File: config.mk
export PLATFORM = sky130hd
export DESIGN_NAME = cau_div_step
export DESIGN_NICKNAME = d
export VERILOG_FILES = /design/src/rtl/core/cau_pkg.sv /design/src/rtl/core/cau_div_step.sv
export SDC_FILE = /design/constraint.sdc
export NUM_CORES = 1
export LEC_CHECK = 0
export BUFFER_PORTS_ARGS = -buffer_cell sky130_fd_sc_hd__buf_4
export CORE_AREA = 5 5 152 154
export DETAILED_ROUTE_END_ITERATION = 10
export DIE_AREA = 0 0 157 159
export GPL_TIMING_DRIVEN = 0
export HOLD_SLACK_MARGIN = 0.15
export PLACE_DENSITY = 0.76
export SYNTH_ARGS = -nofsm -noshare
export SYNTH_HDL_FRONTEND = slang
export SYNTH_SLANG_ARGS = --single-unit
File: constraint.sdc
create_clock -name i_clk -period 3.3 [get_ports i_clk]
set_clock_uncertainty 0.15 [all_clocks]
set_input_delay 0.33 -clock i_clk [delete_from_list [all_inputs] [get_ports i_clk]]
set_output_delay 0.33 -clock i_clk [all_outputs]
set_load 0.05 [all_outputs]
File: src/rtl/core/cau_pkg.sv
// ----------------------------------------------------------------------------
// cau_pkg
// Shared types and constants of the complex arithmetic unit.
// ----------------------------------------------------------------------------
package cau_pkg;

    localparam int DATA_WIDTH    = 16;
    localparam int FRAC_BITS_DEF = 8;
    localparam int LATENCY       = DATA_WIDTH + 6;

    typedef enum logic [1:0] {
        OP_ADD = 2'd0,
        OP_SUB = 2'd1,
        OP_MUL = 2'd2,
        OP_DIV = 2'd3
    } t_op;

    typedef enum logic [1:0] {
        ST_OK   = 2'd0,
        ST_SAT  = 2'd1,
        ST_DIV0 = 2'd2
    } t_status;

    typedef struct packed {
        t_op                           req_type;
        logic signed [DATA_WIDTH-1:0]  a_re;
        logic signed [DATA_WIDTH-1:0]  a_im;
        logic signed [DATA_WIDTH-1:0]  b_re;
        logic signed [DATA_WIDTH-1:0]  b_im;
    } t_req;

    typedef struct packed {
        logic signed [DATA_WIDTH-1:0]  res_re;
        logic signed [DATA_WIDTH-1:0]  res_im;
        t_status                       status;
    } t_res;

    // side data that travels with the divider stages
    typedef struct packed {
        logic                          is_div;
        logic                          div0;
        logic                          sat;
        logic                          neg_re;
        logic                          neg_im;
        logic                          ovf_re;
        logic                          ovf_im;
        logic signed [DATA_WIDTH-1:0]  res_re;
        logic signed [DATA_WIDTH-1:0]  res_im;
    } t_tag;

endpackage

File: src/rtl/core/cau_div_step.sv
// ----------------------------------------------------------------------------
// cau_div_step
// One registered restoring-division step for both result parts: develops
// one quotient bit against the shared divisor.
// ----------------------------------------------------------------------------
module cau_div_step
    import cau_pkg::*;
#(
    parameter int REM_WIDTH = 3 * DATA_WIDTH,
    parameter int BIT_POS   = 0
) (
    input  logic                     i_clk,
    input  logic                     i_rst_n,
    input  logic                     i_valid,
    input  logic [2*DATA_WIDTH-1:0]  i_div,
    input  logic [REM_WIDTH-1:0]     i_rem_re,
    input  logic [REM_WIDTH-1:0]     i_rem_im,
    input  logic [DATA_WIDTH-1:0]    i_quo_re,
    input  logic [DATA_WIDTH-1:0]    i_quo_im,
    input  t_tag                     i_tag,
    output logic                     o_valid,
    output logic [2*DATA_WIDTH-1:0]  o_div,
    output logic [REM_WIDTH-1:0]     o_rem_re,
    output logic [REM_WIDTH-1:0]     o_rem_im,
    output logic [DATA_WIDTH-1:0]    o_quo_re,
    output logic [DATA_WIDTH-1:0]    o_quo_im,
    output t_tag                     o_tag
);

    logic [REM_WIDTH-1:0] dsh;
    logic                 ge_re;
    logic                 ge_im;

    logic                 r_valid;
    logic [2*DATA_WIDTH-1:0] r_div;
    logic [REM_WIDTH-1:0] r_rem_re;
    logic [REM_WIDTH-1:0] r_rem_im;
    logic [DATA_WIDTH-1:0] r_quo_re;
    logic [DATA_WIDTH-1:0] r_quo_im;
    t_tag                 r_tag;

    assign dsh   = REM_WIDTH'(i_div) << BIT_POS;
    assign ge_re = (i_rem_re >= dsh);
    assign ge_im = (i_rem_im >= dsh);

    always_ff @(posedge i_clk) begin
        if (!i_rst_n) begin
            r_valid <= 1'b0;
        end else begin
            r_valid <= i_valid;
        end
    end

    always_ff @(posedge i_clk) begin
        r_div    <= i_div;
        r_rem_re <= ge_re ? (i_rem_re - dsh) : i_rem_re;
        r_rem_im <= ge_im ? (i_rem_im - dsh) : i_rem_im;
        r_quo_re <= {i_quo_re[DATA_WIDTH-2:0], ge_re};
        r_quo_im <= {i_quo_im[DATA_WIDTH-2:0], ge_im};
        r_tag    <= i_tag;
    end

    assign o_valid  = r_valid;
    assign o_div    = r_div;
    assign o_rem_re = r_rem_re;
    assign o_rem_im = r_rem_im;
    assign o_quo_re = r_quo_re;
    assign o_quo_im = r_quo_im;
    assign o_tag    = r_tag;

endmodule

==> flow_metrics.env <==
export IMPL_pwr_density_cell_nw_per_um2=510
export IMPL_synth_xor_area_share_pct=7.99
export IMPL_final_nets=1955
export IMPL_setup_viol=0
export IMPL_max_cap_viol_count=0
export IMPL_portBuffers=398
export IMPL_outcome="finished, final reports clean"
export IMPL_vias_per_cell=5.37
export IMPL_fin_util_pct=72.2
export IMPL_place_congestion=0.935
export IMPL_syn_inst=1068
export IMPL_grt_total_usage_pct=32.2
export IMPL_seq_power_share_pct=35.0
export IMPL_relSlewSlack_pct=41.8
export IMPL_initial_core_util_pct=44.3
export IMPL_synth_edf_count=0
export IMPL_ff_latch_area_um2=4000
export IMPL_gr_total_overflow=0
export IMPL_finalCriticalPeriod_ns=3.23
export IMPL_required_ns=3.51
export IMPL_synth_seq_cells=200
export IMPL_dpl_hpwl_um=30100
export IMPL_worst_pin_slew_ns=0.859
export IMPL_ys_warn_count=0
export IMPL_yosys_top_cells_area="dfxtp_1 (42%), ha_1 (8.4%), a21oi_1 (6.7%)"
export IMPL_drive_gt1_share_pct=28.8
export IMPL_postPlaceCellArea_um2=12900
export IMPL_fin_crit_sh_pct=98.0
export IMPL_netlist_area_um2=9540
export IMPL_multi_input_area_um2=5160
export IMPL_rsz0062_at_grt="yes"
export IMPL_antenna_found_initial=2
export IMPL_drt_iter0_drc=881
export IMPL_power_switching_share_pct=39.3
export IMPL_p_int_mw=4.82
export IMPL_final_antenna_net_count=0
export IMPL_grt_max_degree=23
export IMPL_synth_top_flop_cell="dfxtp_1"
export IMPL_hold_class="in -> reg"
export IMPL_nFillCells=1539
export IMPL_htreeDepth=4
export IMPL_muxShareOfSynthArea_pct=1.18
export IMPL_areaGrowthSynthToFinish_pct=63.3
export IMPL_synth_compound_area_share_pct=19.0
export IMPL_async_flop_share_pct=0
export IMPL_via_count=10652
export IMPL_cp_end_kind="flip-flop"
export IMPL_die_height_um=159
export IMPL_io_pins=402
export IMPL_yosysTopAreaCell="dfxtp_1"
export IMPL_netlist_area_leader_share_pct=42.0
export IMPL_drc=0
export IMPL_yosysSeqAreaShare_pct=42.0
export IMPL_stdcell_count=1983
export IMPL_synthSimpleGateAreaFrac_pct=16.8
export IMPL_stdcell_area_um2=15600
export IMPL_power_leakage_nw=7.18
export IMPL_drt_wl_total_um=42000
export IMPL_syn_avg_cell_area_um2=8.93
export IMPL_clockPowerShare_pct=27.8
export IMPL_pwr_share_comb_pct=37.2
export IMPL_drt_pass1_iterations=6
export IMPL_arrival_ns=3.44
export IMPL_dieArea_um2=25000
export IMPL_cts_root_buf="clkbuf_16"
export IMPL_yosysUniqueCellTypes=70
export IMPL_finalPower_mw=7.93
export IMPL_clk_path_buf_depth=2
export IMPL_clkSinkCount=200
export IMPL_synthAdderAreaFrac_pct=8.82
export IMPL_clkTransAtPathRegs_ns=0.08
export IMPL_fmax_mhz=309
export IMPL_placeableCoreArea_um2=21600
export IMPL_die_x_um=157
export IMPL_finalSetupTns_ns=0
export IMPL_cts_buffers=17
export IMPL_slew_violations=0
export IMPL_wl_per_cell_um=21.2
export IMPL_synth_fp_nets=1336
export IMPL_cts_tree="built"
export IMPL_switchingPower_mw=3.12
export IMPL_grt_pass1_vias=11085
export IMPL_rows=54
export IMPL_peakVddDrop_v=0.000336
export IMPL_synth_top_family_by_area="compound AO/OA/AOI/OAI gates"
export IMPL_crit_type="in -> reg"
export IMPL_final_hold_viol_count=0
export IMPL_worstPathMaxFanout=10
export IMPL_place_inst=1746
export IMPL_grt_pass1_wl_um=62800
export IMPL_startpoint_type="input port"
## through the flow
step | hold WS [ns] | setup slack [ns]
after global routing | 0.188 | -0.0407
after CTS | -0.129 | 0.0111
final | 0.207 | 0.0651
after floorplan | 0.208 | 0.473
after detailed placement | 0.286 | -0.399
after global placement | 0.284 | -0.442
## critical path, stage by stage
cell           delay, ns
dlygate4sd3_1       0.54
buf_4               0.14
ha_1                0.38
a21oi_2             0.21
o21ai_0             0.14
o21ba_2             0.23
nor4bb_1            0.47
o31ai_2             0.12
clkbuf_4            0.21
clkbuf_4            0.24
clkbuf_4            0.24
a21oi_1             0.20
## final timing paths
kind                   startpoint                   end  slack (ns)  cells past startpoint
worst max-delay path  i_rem_im[7]  o_rem_im[21]$_DFF_P_        0.07                     12
worst min-delay path     i_div[1]   o_rem_re[1]$_DFF_P_        0.21                      3
## per-layer routing
metal	track usage [%]	share of wire, %
met4	17.6	6.1
met1	35.3	36
met3	7.88	8.3
met5	0	0
met2	56.6	49
## final cells by class
type	instances	area share, %
clock inverter	14	1.17
buffer	42	1.37
sequential	200	25.7
tap	280	2.25
inverter	53	1.28
timing repair buffer	601	32.2
clock buffer	18	2.82
antenna	3	0.0482
multi-input combinational	772	33.1
## synthesized netlist by cell type (5+ instances only)
cell        n
inv_1      53
clkbuf_1   22
a21oi_1   128
nor2_1    107
nor3_1     18
nand2b_1    8
a21o_1     22
xnor2_1    50
nand4_1    28
a211oi_1   13
or2_2       5
nor2b_1     8
nor4_1     10
or4_1       5
or3_1      10
a31oi_1    10
xor2_1     37
and4_1      5
and2_1      8
mux2_2      9
dfxtp_1   200
buf_2      18
and3_1      5
nand2_1    61
o21bai_1   12
nand3b_1    7
nand3_1    17
o31ai_1     6
ha_1       64
o21a_1     12
o21ai_0    43
o211ai_1   10
## cell families after synthesis
logic type | after synthesis
simple gates | 316
compound gates | 293
flops | 200
buf+inv | 96
xor+xnor | 87
fa+ha+maj | 66
mux | 10
## power by group through the flow
stage / Combinational, mW / Clock (mW) / Sequential (mW)
6_report: 2.95 / 2.21 / 2.78
5_1_grt: 3.10 / 2.33 / 2.80
4_1_cts: 2.89 / 2.23 / 2.77
3_5_place_dp: 2.69 / 0 / 2.82
3_3_place_gp: 2.67 / 0 / 2.81
2_1_floorplan: 0.792 / 0 / 3.78
## flip-flops by register name (all words and copies together), names as in the netlist
register  count
o_rem_im     48
o_tag        39
o_valid       1
o_quo_im     16
o_quo_re     16
o_rem_re     48
o_div        32
## repair_timing
item | 4_1_cts | 5_1_grt
hold buffers | 198 | 3
endpoints found under the setup margin | 0 | 61
setup buffers | 0 | 2
hold endpoints to repair | 197 | 2
resized for setup | 0 | 18
## cell usage in the layout (no fill, tap or decap), types with 12 or more instances in the layout
master	n
buf_4	400
dlygate4sd3_1	201
dfxtp_1	200
a21oi_1	127
nor2_1	107
ha_1	64
nand2_1	61
inv_1	53
xnor2_1	50
o21ai_0	43
xor2_1	37
nand4_1	28
a21o_1	22
clkbuf_1	18
nor3_1	17
nand3_1	17
clkbuf_16	17
buf_2	13
o21a_1	12
a211oi_1	12
o21bai_1	12
Power figures use the tool's default switching activity.
